[src/design/display_coprocessor_move_wait_skip_defines.svh]
// Assertion macros shared by the display coprocessor RTL.
// Depends on nothing; included by the top level only.
`ifndef DISPLAY_COPROCESSOR_MOVE_WAIT_SKIP_DEFINES_SVH
`define DISPLAY_COPROCESSOR_MOVE_WAIT_SKIP_DEFINES_SVH

// Same-cycle implication under the synchronous active-low reset.
`define DCMWS_ASSERT_NOW(label, clk, rst_n, ante, cons, msg) \
    label: assert property (@(posedge clk) disable iff (!rst_n) (ante) |-> (cons)) \
        else $error(msg);

// Next-cycle implication under the synchronous active-low reset.
`define DCMWS_ASSERT_NEXT(label, clk, rst_n, ante, cons, msg) \
    label: assert property (@(posedge clk) disable iff (!rst_n) (ante) |=> (cons)) \
        else $error(msg);

`endif

[src/design/dcmws_pkg.sv]
// Shared types and constants of the display coprocessor.
// Depends on nothing; used by every module of the block.
package dcmws_pkg;

    // Program address width and the fixed widths of the ports.
    localparam int ADDRESS_BITS   = 21;
    localparam int FETCH_ADDR_W   = 21;
    localparam int QUEUE_DEPTH    = 2;
    localparam int QUEUE_PTR_W    = $clog2(QUEUE_DEPTH);
    localparam int QUEUE_CNT_W    = $clog2(QUEUE_DEPTH + 1);

    typedef logic [ADDRESS_BITS-1:0] t_addr;

    // Request codes of an input item.
    localparam logic [1:0] REQ_TICK  = 2'd0;
    localparam logic [1:0] REQ_LOAD  = 2'd1;
    localparam logic [1:0] REQ_FRAME = 2'd2;

    // Configuration register indexes.
    localparam logic [1:0] CFG_DANGER  = 2'd0;
    localparam logic [1:0] CFG_RESTART = 2'd1;
    localparam logic [1:0] CFG_DMA     = 2'd2;
    localparam logic [1:0] CFG_LINE    = 2'd3;

    localparam logic [7:0] LINE_CYCLES_RESET = 8'd227;

    // Instruction field constants.
    localparam logic [7:0] HPOS_MASK      = 8'hfe;
    localparam logic [7:0] VPOS_FORCE     = 8'h80;
    localparam logic [8:0] REG_MIN_SAFE   = 9'h080;
    localparam logic [8:0] REG_MIN_DANGER = 9'h040;

    // What the back end has to do with a queued item.
    typedef enum logic [1:0] {
        KIND_NONE = 2'd0,
        KIND_TICK = 2'd1,
        KIND_LOAD = 2'd2
    } t_kind;

    typedef struct packed {
        logic        danger_enable;
        logic [20:0] restart_pointer;
        logic        dma_enable;
        logic [7:0]  line_cycles;
    } t_cfg;

    typedef struct packed {
        t_kind       kind;
        t_addr       pointer;
        logic [7:0]  line;
        logic [7:0]  cyc;
        logic [15:0] word;
    } t_item;

    typedef struct packed {
        logic full;
        logic empty;
    } t_queue_status;

    typedef struct packed {
        logic                    fetch_valid;
        logic [FETCH_ADDR_W-1:0] fetch_address;
        logic                    reg_write_valid;
        logic [8:0]              reg_address;
        logic [15:0]             reg_data;
        logic                    halted;
        logic                    waiting;
    } t_result;

endpackage

[src/design/dcmws_front.sv]
// Front end: accepts input items and classifies them for the back end.
// Depends on dcmws_pkg.
module dcmws_front (
    input  logic                    i_in_valid,
    output logic                    o_in_ready,
    input  logic [1:0]              i_req_type,
    input  logic [8:0]              i_beam_line,
    input  logic [7:0]              i_beam_cycle,
    input  logic [15:0]             i_mem_word,
    input  logic [20:0]             i_new_pointer,
    input  dcmws_pkg::t_cfg         i_cfg,
    input  dcmws_pkg::t_queue_status i_queue_status,
    output logic                    o_push,
    output dcmws_pkg::t_item        o_item
);

    logic w_last_odd;

    // A slot tick on the odd last cycle of a line gets no copper action.
    assign w_last_odd = i_cfg.line_cycles[0] &&
                        (i_beam_cycle == (i_cfg.line_cycles - 8'd1));

    assign o_in_ready = !i_queue_status.full;
    assign o_push     = i_in_valid && !i_queue_status.full;

    // Classify the request and pick the restart address.
    always_comb begin
        o_item.line    = i_beam_line[7:0];
        o_item.cyc     = i_beam_cycle;
        o_item.word    = i_mem_word;
        o_item.pointer = dcmws_pkg::t_addr'(i_new_pointer);
        o_item.kind    = dcmws_pkg::KIND_NONE;
        unique case (i_req_type)
            dcmws_pkg::REQ_TICK: begin
                if (i_cfg.dma_enable && !w_last_odd) begin
                    o_item.kind = dcmws_pkg::KIND_TICK;
                end
            end
            dcmws_pkg::REQ_LOAD: begin
                o_item.kind = dcmws_pkg::KIND_LOAD;
            end
            dcmws_pkg::REQ_FRAME: begin
                o_item.kind    = dcmws_pkg::KIND_LOAD;
                o_item.pointer = dcmws_pkg::t_addr'(i_cfg.restart_pointer);
            end
            default: begin
                o_item.kind = dcmws_pkg::KIND_NONE;
            end
        endcase
    end

endmodule

[src/design/dcmws_queue.sv]
// Short queue of classified items between the front and back ends.
// Depends on dcmws_pkg.
module dcmws_queue (
    input  logic                     i_clk,
    input  logic                     i_rst_n,
    input  logic                     i_push,
    input  dcmws_pkg::t_item         i_item,
    input  logic                     i_pop,
    output dcmws_pkg::t_item         o_item,
    output dcmws_pkg::t_queue_status o_status
);

    dcmws_pkg::t_item                      r_mem [dcmws_pkg::QUEUE_DEPTH];
    logic [dcmws_pkg::QUEUE_PTR_W-1:0]     r_wr_ptr;
    logic [dcmws_pkg::QUEUE_PTR_W-1:0]     r_rd_ptr;
    logic [dcmws_pkg::QUEUE_CNT_W-1:0]     r_count;

    assign o_item         = r_mem[r_rd_ptr];
    assign o_status.full  = (r_count == dcmws_pkg::QUEUE_CNT_W'(dcmws_pkg::QUEUE_DEPTH));
    assign o_status.empty = (r_count == '0);

    // Entry storage.
    always_ff @(posedge i_clk) begin
        if (i_push) begin
            r_mem[r_wr_ptr] <= i_item;
        end
    end

    // Pointers and fill count.
    always_ff @(posedge i_clk) begin
        if (!i_rst_n) begin
            r_wr_ptr <= '0;
            r_rd_ptr <= '0;
            r_count  <= '0;
        end else begin
            if (i_push) begin
                r_wr_ptr <= r_wr_ptr + dcmws_pkg::QUEUE_PTR_W'(1);
            end
            if (i_pop) begin
                r_rd_ptr <= r_rd_ptr + dcmws_pkg::QUEUE_PTR_W'(1);
            end
            if (i_push && !i_pop) begin
                r_count <= r_count + dcmws_pkg::QUEUE_CNT_W'(1);
            end else if (i_pop && !i_push) begin
                r_count <= r_count - dcmws_pkg::QUEUE_CNT_W'(1);
            end
        end
    end

endmodule

[src/design/dcmws_back.sv]
// Back end: runs the MOVE/WAIT/SKIP sequencer and holds the output register.
// Depends on dcmws_pkg.
module dcmws_back (
    input  logic                     i_clk,
    input  logic                     i_rst_n,
    input  dcmws_pkg::t_cfg          i_cfg,
    input  dcmws_pkg::t_item         i_item,
    input  dcmws_pkg::t_queue_status i_queue_status,
    output logic                     o_pop,
    output logic                     o_out_valid,
    input  logic                     i_out_ready,
    output dcmws_pkg::t_result       o_result
);

    typedef enum logic [4:0] {
        PH_STOP   = 5'b00001,
        PH_FIRST  = 5'b00010,
        PH_SECOND = 5'b00100,
        PH_EXEC   = 5'b01000,
        PH_WAIT   = 5'b10000
    } t_phase;

    t_phase             r_phase, n_phase;
    dcmws_pkg::t_addr   r_pc, n_pc;
    logic [15:0]        r_fw, n_fw;
    logic [15:0]        r_sw, n_sw;
    logic               r_skip, n_skip;
    logic               r_out_valid;
    dcmws_pkg::t_result r_result, n_result;
    logic [8:0]         w_reg;
    logic               w_reg_ok;

    // True once the beam has reached the masked position of an instruction.
    function automatic logic beam_reached(input logic [15:0] fw, input logic [15:0] sw,
                                          input logic [7:0] line, input logic [7:0] cyc);
        logic [7:0] ve;
        logic [7:0] he;
        logic [7:0] ly;
        logic [7:0] ty;
        ve = sw[15:8] | dcmws_pkg::VPOS_FORCE;
        he = sw[7:0] & dcmws_pkg::HPOS_MASK;
        ly = line & ve;
        ty = fw[15:8] & ve;
        return (ly > ty) || ((ly == ty) && ((cyc & he) >= (fw[7:0] & he)));
    endfunction

    assign o_pop       = !i_queue_status.empty && (!r_out_valid || i_out_ready);
    assign o_out_valid = r_out_valid;
    assign o_result    = r_result;

    // Register number of a MOVE and its legality.
    assign w_reg    = {r_fw[8:1], 1'b0};
    assign w_reg_ok = (w_reg >= dcmws_pkg::REG_MIN_SAFE) ||
                      ((w_reg >= dcmws_pkg::REG_MIN_DANGER) && i_cfg.danger_enable);

    // Sequencer step for the item at the head of the queue.
    always_comb begin
        n_phase  = r_phase;
        n_pc     = r_pc;
        n_fw     = r_fw;
        n_sw     = r_sw;
        n_skip   = r_skip;
        n_result = '0;
        unique case (i_item.kind)
            dcmws_pkg::KIND_LOAD: begin
                n_pc    = i_item.pointer;
                n_skip  = 1'b0;
                n_phase = PH_FIRST;
            end
            dcmws_pkg::KIND_TICK: begin
                unique case (r_phase)
                    PH_FIRST: begin
                        n_result.fetch_valid   = 1'b1;
                        n_result.fetch_address = dcmws_pkg::FETCH_ADDR_W'(r_pc);
                        n_pc    = r_pc + dcmws_pkg::t_addr'(2);
                        n_phase = PH_SECOND;
                    end
                    PH_SECOND: begin
                        n_fw = i_item.word;
                        n_result.fetch_valid   = 1'b1;
                        n_result.fetch_address = dcmws_pkg::FETCH_ADDR_W'(r_pc);
                        n_pc    = r_pc + dcmws_pkg::t_addr'(2);
                        n_phase = PH_EXEC;
                    end
                    PH_EXEC: begin
                        n_sw = i_item.word;
                        if (!r_fw[0]) begin
                            // MOVE: an illegal register stops the program.
                            if (!w_reg_ok) begin
                                n_phase = PH_STOP;
                                n_skip  = 1'b0;
                            end else begin
                                if (!r_skip) begin
                                    n_result.reg_write_valid = 1'b1;
                                    n_result.reg_address     = w_reg;
                                    n_result.reg_data        = i_item.word;
                                end
                                n_skip = 1'b0;
                                n_result.fetch_valid   = 1'b1;
                                n_result.fetch_address = dcmws_pkg::FETCH_ADDR_W'(r_pc);
                                n_pc    = r_pc + dcmws_pkg::t_addr'(2);
                                n_phase = PH_SECOND;
                            end
                        end else if (!i_item.word[0]) begin
                            // WAIT: hold until the beam position is reached.
                            n_skip  = 1'b0;
                            n_phase = PH_WAIT;
                        end else begin
                            // SKIP: arm the flag if the position has been passed.
                            n_skip = beam_reached(r_fw, i_item.word, i_item.line, i_item.cyc);
                            n_result.fetch_valid   = 1'b1;
                            n_result.fetch_address = dcmws_pkg::FETCH_ADDR_W'(r_pc);
                            n_pc    = r_pc + dcmws_pkg::t_addr'(2);
                            n_phase = PH_SECOND;
                        end
                    end
                    PH_WAIT: begin
                        if (beam_reached(r_fw, r_sw, i_item.line, i_item.cyc)) begin
                            n_result.fetch_valid   = 1'b1;
                            n_result.fetch_address = dcmws_pkg::FETCH_ADDR_W'(r_pc);
                            n_pc    = r_pc + dcmws_pkg::t_addr'(2);
                            n_phase = PH_SECOND;
                        end
                    end
                    default: begin
                        n_phase = r_phase;
                    end
                endcase
            end
            default: begin
                n_phase = r_phase;
            end
        endcase
        n_result.halted  = (n_phase == PH_STOP);
        n_result.waiting = (n_phase == PH_WAIT);
    end

    // Sequencer state, updated once per popped item.
    always_ff @(posedge i_clk) begin
        if (!i_rst_n) begin
            r_phase <= PH_STOP;
            r_pc    <= '0;
            r_fw    <= '0;
            r_sw    <= '0;
            r_skip  <= 1'b0;
        end else if (o_pop) begin
            r_phase <= n_phase;
            r_pc    <= n_pc;
            r_fw    <= n_fw;
            r_sw    <= n_sw;
            r_skip  <= n_skip;
        end
    end

    // Output register valid flag.
    always_ff @(posedge i_clk) begin
        if (!i_rst_n) begin
            r_out_valid <= 1'b0;
        end else if (o_pop) begin
            r_out_valid <= 1'b1;
        end else if (i_out_ready) begin
            r_out_valid <= 1'b0;
        end
    end

    // Output register payload.
    always_ff @(posedge i_clk) begin
        if (o_pop) begin
            r_result <= n_result;
        end
    end

endmodule

[src/design/display_coprocessor_move_wait_skip.sv]
// Path: an accepted item is first registered in the queue, then its result in the output
// register, where it is held until it is taken.
// Throughput: one item per cycle; input ready drops only when the two-entry queue is full.
// Reset: program stopped, counter, instruction words, skip flag and queue cleared;
// registers at danger_enable 0, restart_pointer 0, dma_enable 0, line_cycles 227.
// Depends on dcmws_pkg, dcmws_front, dcmws_queue, dcmws_back and the defines header.
`include "display_coprocessor_move_wait_skip_defines.svh"

module display_coprocessor_move_wait_skip (
    input  logic        i_clk,
    input  logic        i_rst_n,
    input  logic        i_in_valid,
    output logic        o_in_ready,
    input  logic [1:0]  i_req_type,
    input  logic [8:0]  i_beam_line,
    input  logic [7:0]  i_beam_cycle,
    input  logic [15:0] i_mem_word,
    input  logic [20:0] i_new_pointer,
    output logic        o_out_valid,
    input  logic        i_out_ready,
    output logic        o_fetch_valid,
    output logic [20:0] o_fetch_address,
    output logic        o_reg_write_valid,
    output logic [8:0]  o_reg_address,
    output logic [15:0] o_reg_data,
    output logic        o_halted,
    output logic        o_waiting,
    input  logic        i_cfg_valid,
    output logic        o_cfg_ready,
    input  logic [1:0]  i_cfg_index,
    input  logic [31:0] i_cfg_data
);

    dcmws_pkg::t_cfg          r_cfg;
    dcmws_pkg::t_item         w_front_item;
    dcmws_pkg::t_item         w_queue_item;
    dcmws_pkg::t_queue_status w_queue_status;
    dcmws_pkg::t_result       w_result;
    logic                     w_push;
    logic                     w_pop;

    assign o_cfg_ready = 1'b1;

    // Configuration registers.
    always_ff @(posedge i_clk) begin
        if (!i_rst_n) begin
            r_cfg.danger_enable   <= 1'b0;
            r_cfg.restart_pointer <= '0;
            r_cfg.dma_enable      <= 1'b0;
            r_cfg.line_cycles     <= dcmws_pkg::LINE_CYCLES_RESET;
        end else if (i_cfg_valid) begin
            unique case (i_cfg_index)
                dcmws_pkg::CFG_DANGER:  r_cfg.danger_enable   <= i_cfg_data[0];
                dcmws_pkg::CFG_RESTART: r_cfg.restart_pointer <= i_cfg_data[20:0];
                dcmws_pkg::CFG_DMA:     r_cfg.dma_enable      <= i_cfg_data[0];
                dcmws_pkg::CFG_LINE:    r_cfg.line_cycles     <= i_cfg_data[7:0];
                default:                r_cfg.dma_enable      <= r_cfg.dma_enable;
            endcase
        end
    end

    // Front end: accept and classify.
    dcmws_front u_front (
        .i_in_valid     (i_in_valid),
        .o_in_ready     (o_in_ready),
        .i_req_type     (i_req_type),
        .i_beam_line    (i_beam_line),
        .i_beam_cycle   (i_beam_cycle),
        .i_mem_word     (i_mem_word),
        .i_new_pointer  (i_new_pointer),
        .i_cfg          (r_cfg),
        .i_queue_status (w_queue_status),
        .o_push         (w_push),
        .o_item         (w_front_item)
    );

    // Queue between the two ends.
    dcmws_queue u_queue (
        .i_clk    (i_clk),
        .i_rst_n  (i_rst_n),
        .i_push   (w_push),
        .i_item   (w_front_item),
        .i_pop    (w_pop),
        .o_item   (w_queue_item),
        .o_status (w_queue_status)
    );

    // Back end: sequencer and output register.
    dcmws_back u_back (
        .i_clk          (i_clk),
        .i_rst_n        (i_rst_n),
        .i_cfg          (r_cfg),
        .i_item         (w_queue_item),
        .i_queue_status (w_queue_status),
        .o_pop          (w_pop),
        .o_out_valid    (o_out_valid),
        .i_out_ready    (i_out_ready),
        .o_result       (w_result)
    );

    assign o_fetch_valid     = w_result.fetch_valid;
    assign o_fetch_address   = w_result.fetch_address;
    assign o_reg_write_valid = w_result.reg_write_valid;
    assign o_reg_address     = w_result.reg_address;
    assign o_reg_data        = w_result.reg_data;
    assign o_halted          = w_result.halted;
    assign o_waiting         = w_result.waiting;

    // A register write always targets an even, legal offset and comes with the next fetch.
    `DCMWS_ASSERT_NOW(a_write_legal, i_clk, i_rst_n, o_out_valid && o_reg_write_valid,
        !o_reg_address[0] && (o_reg_address[8:6] != 3'd0) && o_fetch_valid,
        "register write to an illegal offset or without a fetch")
    // A stopped or waiting sequencer issues nothing in that item.
    `DCMWS_ASSERT_NOW(a_idle_quiet, i_clk, i_rst_n, o_out_valid && (o_halted || o_waiting),
        !o_fetch_valid && !o_reg_write_valid && !(o_halted && o_waiting),
        "activity while stopped or waiting")
    // An item in the queue is never lost: when the output is free it moves on next cycle.
    `DCMWS_ASSERT_NEXT(a_queue_drains, i_clk, i_rst_n, !w_queue_status.empty && !o_out_valid,
        o_out_valid, "queued item not delivered to the output register")

endmodule

[config.mk]
export PLATFORM = sky130hd
export DESIGN_NAME = display_coprocessor_move_wait_skip
export DESIGN_NICKNAME = d
export VERILOG_FILES = /design/src/design/dcmws_pkg.sv /design/src/design/dcmws_front.sv /design/src/design/dcmws_queue.sv /design/src/design/dcmws_back.sv /design/src/design/display_coprocessor_move_wait_skip.sv
export VERILOG_INCLUDE_DIRS = /design/src /design/src/design
export SDC_FILE = /design/constraint.sdc
export NUM_CORES = 1
export LEC_CHECK = 0
export BUFFER_PORTS_ARGS = -buffer_cell sky130_fd_sc_hd__buf_2
export CORE_ASPECT_RATIO = 1.75
export CORE_MARGIN = 2
export CORE_UTILIZATION = 50
export DETAILED_ROUTE_END_ITERATION = 10
export GPL_TIMING_DRIVEN = 1
export PLACE_DENSITY = 0.82
export SETUP_SLACK_MARGIN = 0.3
export SYNTH_ARGS = -nofsm -noshare
export SYNTH_HDL_FRONTEND = slang
export SYNTH_SLANG_ARGS = --single-unit
export TNS_END_PERCENT = 50
[constraint.sdc]
create_clock -name i_clk -period 4.1 [get_ports i_clk]
set_clock_uncertainty 0.05 [all_clocks]
set_input_delay 1.23 -clock i_clk [delete_from_list [all_inputs] [get_ports i_clk]]
set_output_delay 1.23 -clock i_clk [all_outputs]
set_load 0.02 [all_outputs]
# Word level (Yosys, flattened, before mapping)
# Memory sizes are Yosys's and may differ from the RTL's. A register that Yosys moved wholly into a read port is not among the register bits.
# Index checks and enable logic that the tools add are counted.
# word_totals
reg_bits	144
ram_bits	110
out_inout_bits	53
word_cells	137
mem_count	1
# mem_list
memory	words	word_bits	read_ports	rd_ports_with_merged_regs	write_ports	line_no	text
u_queue.r_mem	2	55	1	1	1	dcmws_queue.sv:13	dcmws_pkg::t_item r_mem [dcmws_pkg::QUEUE_DEPTH];
# classes
addsub	6
n_lt_le_gt_ge	6
n_eq_ne	22
muxes	33
n_bitwise	11
n_reduce_logical	37
# op_table
cell	count
21-bit two-way mux	5
22-bit two-way mux	3
22-bit one-hot mux with 3 select lines	1
8-bit bitwise AND	8
21-bit one-hot mux with 3 select lines	1
48-bit two-way mux	1
21-bit one-hot mux with 2 select lines	1
26-bit two-way mux	1
8-bit == test	3
21-bit by 2-bit adder with 21-bit output, second input constant	1
5-bit one-hot mux with 4 select lines	1
8-bit >= comparator	2
8-bit > comparator	2
5-bit two-way mux	3
2-bit == test, second input constant	5
5-bit == test, second input constant	2
1-bit two-way mux	10
5-bit one-hot mux with 2 select lines	1
9-bit by 7-bit >= comparator with 1-bit output, second input constant	1
9-bit by 8-bit >= comparator with 1-bit output, second input constant	1
1-bit logical AND	9
3-bit AND reduction	3
4-bit by 3-bit != test with 1-bit output, second input constant	2
2-bit AND reduction	4
other kinds (25)	44

# Longest topological paths before layout
# Gate-level depths: netlist of the first run.
# logic_depth
word_depth	8
mapped_depth	15
mapped_depth_nobuf	11

# By module
# From an unflattened synthesis of the first run, not the netlist that was laid out.
# unflattened
cells_unflattened	1040
hier_area_um2	11967.7
# by_module_without_submodules
mod	n_inst	cells_per_inst	area_each_um2	seq_area_each_um2
dcmws_back	1	616	5694.2	2632.5
dcmws_queue	1	193	4205.3	3403.3
display_coprocessor_move_wait_skip	1	138	1300.0	620.6
dcmws_front	1	93	768.2	0.0

# Least setup slack after synthesis of the first run
# No wires, ideal clock.
# synth_path
path_type	in2reg
start	input port i_in_valid
end	memory u_queue.r_mem[0][0] (netlist bit), enable pin
arrival_time_ns	3.588
required_time_ns	3.584
setup_slack_ns	-0.004
cell_stages	2
n_path_buf	0
cell_sequence	nand2_1 nor2_1
# synth_between
elab_chain_cells	3
# synth_rtl
element	line_no	text
from (decl)	display_coprocessor_move_wait_skip.sv:12	input logic i_in_valid,
1-bit logical AND	dcmws_front.sv:24	assign o_push = i_in_valid && !i_queue_status.full;
1-bit two-way mux	dcmws_queue.sv:24	if (i_push) begin
1-bit two-way mux (not written as such)	dcmws_queue.sv:25	r_mem[r_wr_ptr] <= i_item;
to (decl)	dcmws_queue.sv:13	
# No other way between the ends.

==> reports/metrics.cfg, run 1 <==
[global_routing]
grt_start_max_net_pins=55
grt_antenna_before_repair=0
grt_overflow_total=0
grt.total_usage=0.192
grt_pass1_wl_um=37700
first_global_vias=7748

[yosys]
syn_inst=990
synth_nets=1121
most_instantiated_cells_after_synthesis=157 x edfxtp_1, 116 x nand2_1, 94 x dfxtp_1
synth_top_area_cell=edfxtp_1
mappedNetlistArea_um2=11300
mean_area_per_synthesized_cell_um2=11.4
synth_top_area_share=0.417
ys_ff_latch=251
synth.top_cells.by_area=edfxtp_1 42%, dfxtp_1 17%, ha_1 4.0%
synth-seq-area-share=0.583
number_of_different_library_cells_in_the_post_synthesis_netlist=71
ys.flop_type=edfxtp_1
synth_async_sr_flop_share=0
synth_enable_flop_cells=157
synthesis.yosys.warnings=0
synth_most_common_cell=edfxtp_1

[power]
power_frac_seq=0.461
post-layout-total-power_uw=7570
ir_worst_vdd_uv=345
power.density_cell_area_nw_per_um2=588
power.switching_fraction=0.317
clock_power_share=0.272
pwr-share-comb=0.266
power_report.internal_total_uw=5170
p_leak_uw=0.00478
power.net_switching_uw=2400

[die]
die_area_um2=23900
die_height_um=203
die_width_um=118
pin_count=148
floorplan.initialDensity=0.510
num_rows=72
coreArea_um2=22200

[cells_and_area]
post_route_cells_drive_above_1_share=0.211
final_core_utilization=0.580
areaGrowthSynthToFinish_pct=13.7
num-nets-final=1239
antenna_cells=0
fin_cells=1418

[detailed_routing]
drt-initial-drc-count=360
drt-total-wl_um=23100
detail_route.drc_violations=0
drt-pass1-iter-count=5
drt-vias-per-instance=5.50
drt.antenna.violating_nets=0
wl_per_cell_um=16.3
route.vias.total=7801

[clock_tree]
clock_path_buffers=3
clkLatencyLatePin_ns=0.50
clock_pin_slew_on_the_worst_setup_and_hold_paths_ns=0.07
tritoncts_clock_tree=built
numClockSinks=251
cts-htree-levels=1
postCtsResizedCells=0
cts.root.buffer_cell=clkbuf_16
cts.hold.buffers_added=0
cts_post_setup_buffers_inserted=0
cts_made_buffers=21

[critical_path]
critPathSlowestCell=dfxtp_2
worst_setup_path_start_kind=register
critical-path-top-cell-by-count=a21oi_1
criticalPathCategory=register to register
crit_path_cell_chain=buf_4 -> mux2i_1 -> nor2b_1 -> ha_1 -> a21oi_1 -> o22ai_1 -> or4_4 -> a21o_2 -> a21oi_1 -> buf_4 -> a21oi_1 -> o221a_2
worst-endpoint-arrival_ns=3.86
cp.required_ns=4.44
crit_family=compound AO/OA/AOI/OAI gates
crit_fanout=22
cp_slowest_stage_delay_ns=0.56
cp.buffers_inverters=2
end_kind=register

[timing]
finalMaxSlewViolations=0
finalWorstPathRequiredPeriod_ns=3.52
final_hold_viol_count=0
finalSetupViolCount=0
fin_setup_tns_ns=0
max_slew.worst_pin.slew_ns=0.878
final.hold.worst_slack_ns=0.404
slew_headroom=0.413
period_share=0.859
maxClockFrequency_mhz=284
grt_setup_unrepaired=false

[flow_run]
drv_cap=0

[place]
gp_congestion=0.886
dp_cells=1381
place.port_buffers=133
hpwl_um=16500

[hold_path]
hp-class=register to register

[run_status]
outcome=finished clean

==> routing by layer <==
metal | routed length, um | GRT usage | up-vias
met5 | 0 | 0 | -
li1 | - | - | 3801
met2 | 11500 | 0.335 | 240
met4 | 794 | 0.0783 | 0
met1 | 9650 | 0.241 | 3706
met3 | 1160 | 0.0250 | 54
==> metrics by stage <==
step	setup WS [ns]	instance area, um2
after floorplan	0.487	11300
after global placement	0.624	12200
after detailed placement	0.533	12200
after CTS	0.510	12900
after global routing	0.364	12900
final	0.577	12900
==> power groups by stage <==
stage,Combinational (uW),Clock [uW],Sequential [uW]
3_5_place_dp,2010,0,3550
3_3_place_gp,1960,0,3530
2_1_floorplan,1240,0,3760
5_1_grt,2210,2190,3550
6_report,2020,2060,3490
4_1_cts,2020,2100,3500
==> logic make-up (layout without fill, tap and decap cells) <==
family	Yosys count	after routing	synth area share
XOR/XNOR	15	15	0.0116
AND/OR/NAND/NOR	361	361	0.155
AO/OA/AOI/OAI	175	175	0.102
other	2	2	0.000664
buffers and inverters	75	207	0.0382
flip-flops	251	251	0.583
adder cells (fa/ha/maj)	36	36	0.0398
multiplexers	75	75	0.0697
==> tightest hold or removal path, cell delays in order (launching register included) <==
cell     delay (ns)
dfxtp_1        0.31
nand2_1        0.05
a21oi_1        0.05
==> path summary, 6_finish.rpt <==
check             cells past startpoint      start              end  slack (ns)
hold reg to reg                       2  r_cfg[24]        r_cfg[24]        0.40
setup / recovery                     12   register  u_back.r_pc[19]        0.58
hold / removal                        2  r_cfg[24]        r_cfg[24]        0.40
setup reg to reg                     12   register  u_back.r_pc[19]        0.58
==> state kept, by name (all words and copies together), names as in the netlist, named ones only <==
register and count:
u_queue.r_count 2, r_cfg 31, u_back.o_result 49, u_back.r_sw 14, u_queue.r_wr_ptr 1, u_back.r_phase 5
u_queue.r_mem 108, u_back.o_out_valid 1, u_back.r_skip 1, u_back.r_pc 21, u_back.r_fw 16, u_queue.r_rd_ptr 1
==> layout make-up <==
type	instances	area, um2
multi-input cells	664	4300
flip-flops and latches	251	6600
inverters	21	78.8
clock buffers	25	541
fillers	1848	9300
repair buffers	149	811
well taps	296	370
clock inverters	12	163
==> cells in the final DEF (no fill, tap or decap), types with 3 or more instances in the layout <==
cell type  netlist  final
nand2b_1        18     18
dfxtp_1         94     93
xor2_1           7      7
clkinv_2         0      7
edfxtp_1       157    157
a31o_2           3      3
inv_2            1      3
nand2_1        116    116
buf_4            3     14
nand3b_1         5      5
mux2i_1         45     45
a21oi_1         52     51
o31ai_1          4      4
clkbuf_16        0     21
and3_1           7      6
nor2b_1         19     19
or3_1            6      6
nand3_1         23     23
clkbuf_1        32      4
bufinv_16        0      4
a31oi_1          8      8
nand4_1         14     14
nor3b_1          3      3
ha_1            36     36
and2_1          35     35
o211ai_1         5      5
buf_2            3    133
nor2_1          90     89
inv_1           19     17
xnor2_1          8      8
nor3_1           9      9
o21ai_0         30     30
a211oi_1        40     40
mux2_2          30     30
a21o_1           8      8
Power figures use the tool's default switching activity.
==> run 2, diff against run 1 <==
- ABC_AREA: not set -> 1
==> run 2 against run 1 <==
- register-to-register slack improved by 0.20 ns
- via count up 15%
- clock-buffer cell count rose by 3
- sequential power increased by 2%
- cell area is 3.1% higher
- non-clock buffer count rose by 2
- largest power group unchanged
- cell count rose by 18%
- critical path depth is 2 lower
==> reports/metrics.cfg, run 2 <==
[run_status]
outcome=finished clean  ; unchanged

[place]
post_dp_cell_area_um2=12500  ; was 12200 um2
gp_congestion=0.940  ; was 0.886
place.port_buffers=133  ; unchanged
hpwl_um=19600  ; was 16500 um

[timing]
max_slew.worst_pin.slew_ns=0.854  ; was 0.878 ns
slew_headroom=0.429  ; was 0.413
period_share=0.810  ; was 0.859
final_hold_viol_count=0  ; unchanged
grt_setup_unrepaired=false  ; unchanged
finalMaxSlewViolations=0  ; unchanged
finalSetupViolCount=0  ; unchanged
finalWorstPathRequiredPeriod_ns=3.32  ; was 3.52 ns
maxClockFrequency_mhz=301  ; was 284 MHz

[yosys]
most_instantiated_cells_after_synthesis=210 x nor2_1, 194 x nand2_1, 157 x edfxtp_1  ; was 157 x edfxtp_1, 116 x nand2_1, 94 x dfxtp_1
synth-seq-area-share=0.573  ; was 0.583
mappedNetlistArea_um2=11500  ; was 11300 um2
ys_ff_latch=251  ; unchanged
synth_most_common_cell=nor2_1  ; was edfxtp_1
synth_async_sr_flop_share=0  ; unchanged
synth_top_area_cell=edfxtp_1  ; unchanged
synth_nets=1361  ; was 1121
synth_enable_flop_cells=157  ; unchanged
synth_top_area_share=0.410  ; was 0.417
ys.flop_type=edfxtp_1  ; unchanged
syn_inst=1230  ; was 990
number_of_different_library_cells_in_the_post_synthesis_netlist=46  ; was 71
synthesis.yosys.warnings=0  ; unchanged
synth.top_cells.by_area=edfxtp_1 41%, dfxtp_1 16%, nor2_1 6.8%  ; was edfxtp_1 42%, dfxtp_1 17%, ha_1 4.0%
mean_area_per_synthesized_cell_um2=9.36  ; was 11.4 um2

[critical_path]
worst_setup_path_start_kind=register  ; unchanged
cp.buffers_inverters=3  ; was 2
crit_path_cell_chain=inv_1 -> or2_2 -> o21ai_1 -> ha_1 -> buf_4 -> inv_1 -> nor2_4 -> nand2_1 -> o21ai_0 -> a21oi_1  ; was buf_4 -> mux2i_1 -> nor2b_1 -> ha_1 -> a21oi_1 -> o22ai_1 -> or4_4 -> a21o_2 -> a21oi_1 -> buf_4 -> a21oi_1 -> o221a_2
critical-path-top-cell-by-count=inv_1  ; was a21oi_1
end_kind=register  ; unchanged
cp.required_ns=4.43  ; was 4.44 ns
cp_slowest_stage_delay_ns=0.59  ; was 0.56 ns
crit_fanout=24  ; was 22
critPathSlowestCell=nand2_1  ; was dfxtp_2
crit_family=simple AND/OR/NAND/NOR gates  ; was compound AO/OA/AOI/OAI gates
worst-endpoint-arrival_ns=3.65  ; was 3.86 ns
criticalPathCategory=register to register  ; unchanged

[global_routing]
grt_start_max_net_pins=77  ; was 55
grt_overflow_total=0  ; unchanged
grt_antenna_before_repair=2  ; was 0
grt_pass1_wl_um=42800  ; was 37700 um
first_global_vias=8674  ; was 7748
grt.total_usage=0.223  ; was 0.192

[cells_and_area]
fill_cells=1946  ; was 1848
post_route_cells_drive_above_1_share=0.194  ; was 0.211
largest_register_ffs=108  ; unchanged
layout_commonest_cell=nor2_1  ; was edfxtp_1
final_core_utilization=0.586  ; was 0.580
areaGrowthSynthToFinish_pct=15.3  ; was 13.7%
largest-register=u_queue.r_mem  ; unchanged
layout_common_cells=208 x nor2_1, 194 x nand2_1, 157 x edfxtp_1, 133 x buf_2, 116 x inv_1  ; was 157 x edfxtp_1, 133 x buf_2, 116 x nand2_1, 93 x dfxtp_1, 89 x nor2_1
postLayoutCellArea_um2=13300  ; was 12900 um2
num-nets-final=1493  ; was 1239

[clock_tree]
numClockSinks=251  ; unchanged
cts_post_setup_buffers_inserted=0  ; unchanged
clkLatencyLatePin_ns=0.53  ; was 0.50 ns
clock_path_buffers=3  ; unchanged
cts_made_buffers=23  ; was 21
cts.hold.buffers_added=0  ; unchanged
tritoncts_clock_tree=built  ; unchanged
cts-htree-levels=1  ; unchanged
cts.root.buffer_cell=clkbuf_16  ; unchanged
clock_pin_slew_on_the_worst_setup_and_hold_paths_ns=0.07  ; about the same
postCtsResizedCells=0  ; unchanged

[power]
p_leak_uw=0.00541  ; was 0.00478 uW
power.density_cell_area_nw_per_um2=634  ; was 588 nW/um2
ir_worst_vdd_uv=496  ; was 345 uV

[die]
floorplan.initialDensity=0.508  ; was 0.510
num_rows=73  ; was 72
die_height_um=205  ; was 203 um
pin_count=148  ; unchanged
coreArea_um2=22700  ; was 22200 um2
die_area_um2=24300  ; was 23900 um2
die_width_um=119  ; was 118 um

[detailed_routing]
drt-total-wl_um=27400  ; was 23100 um
drt-vias-per-instance=5.33  ; was 5.50
drt.antenna.violating_nets=0  ; unchanged
drt-pass1-iter-count=7  ; was 5
wl_per_cell_um=16.3  ; about the same
drt-initial-drc-count=676  ; was 360
route.vias.total=8948  ; was 7801
detail_route.drc_violations=0  ; unchanged

[flow_run]
drv_cap=0  ; unchanged

[hold_path]
hp-class=register to register  ; unchanged

## run 2: path summary, 6_finish.rpt
check / startpoint / endpoint / slack (ns) / depth (start not counted)
setup reg to reg: register / u_back.r_fw[1] / 0.78 / 10
hold / removal: u_queue.r_rd_ptr / register / 0.40 / 1
setup / recovery: register / u_back.r_fw[1] / 0.78 / 10
hold reg to reg: u_queue.r_rd_ptr / register / 0.40 / 1
## run 2: cell families after synthesis
logic type | Yosys count | share of synthesized area
AOI/OAI and AO/OA | 200 | 0.0928
adders and majority gates | 36 | 0.0391
other | 2 | 0.000652
DFF | 251 | 0.573
and+or+nand+nor | 526 | 0.194
xor gates and xnor gates | 14 | 0.0107
buffers and inverters | 167 | 0.0577
muxes | 34 | 0.0318
## run 2: layout make-up
type | count | area [um2] | area share
timing repair buffer | 151 | 826 | 0.0622
clock buffer | 28 | 647 | 0.0488
multi-input combinational | 812 | 4270 | 0.322
tap | 300 | 375 | 0.0283
sequential | 251 | 6600 | 0.497
antenna | 1 | 2.50 | 0.000189
inverter | 123 | 464 | 0.0350
clock inverter | 14 | 88.8 | 0.00670
## run 2: worst reg2reg max path, cell delays in order, from the launching register on
cell and delay (ns):
dfxtp_2 0.57, inv_1 0.17, or2_2 0.30, o21ai_1 0.10, ha_1 0.20, buf_4 0.20, inv_1 0.14, nor2_4 0.32
nand2_1 0.59, o21ai_0 0.45, a21oi_1 0.08
## run 2: metal layers
layer / vias to the layer above / GRT usage / part of all wire
li1: 4358 / - / -
met1: 4188 / 0.228 / 0.36
met2: 313 / 0.434 / 0.54
met3: 87 / 0.0292 / 0.050
met4: 2 / 0.112 / 0.047
met5: - / 0 / 0.00047
## run 2: metrics by stage
stage                     hold WS [ns]  power (uW)  setup WS (ns)  setup TNS [ns]  std cells
after floorplan                  0.374        5520       -0.00978          -0.528       1230
after global placement           0.376        6280          0.940               0       1637
after detailed placement         0.389        6360          0.853               0       1637
after CTS                        0.402        8440          0.814               0       1679
after global routing             0.417        8860          0.639               0       1679
final                            0.403        8410          0.781               0       1680
## run 2: where the power goes
group,switching [uW],leakage [uW],internal [uW]
registers,248,0.00227,3300
logic,1920,0.00278,863
clock network,943,0.000360,1140
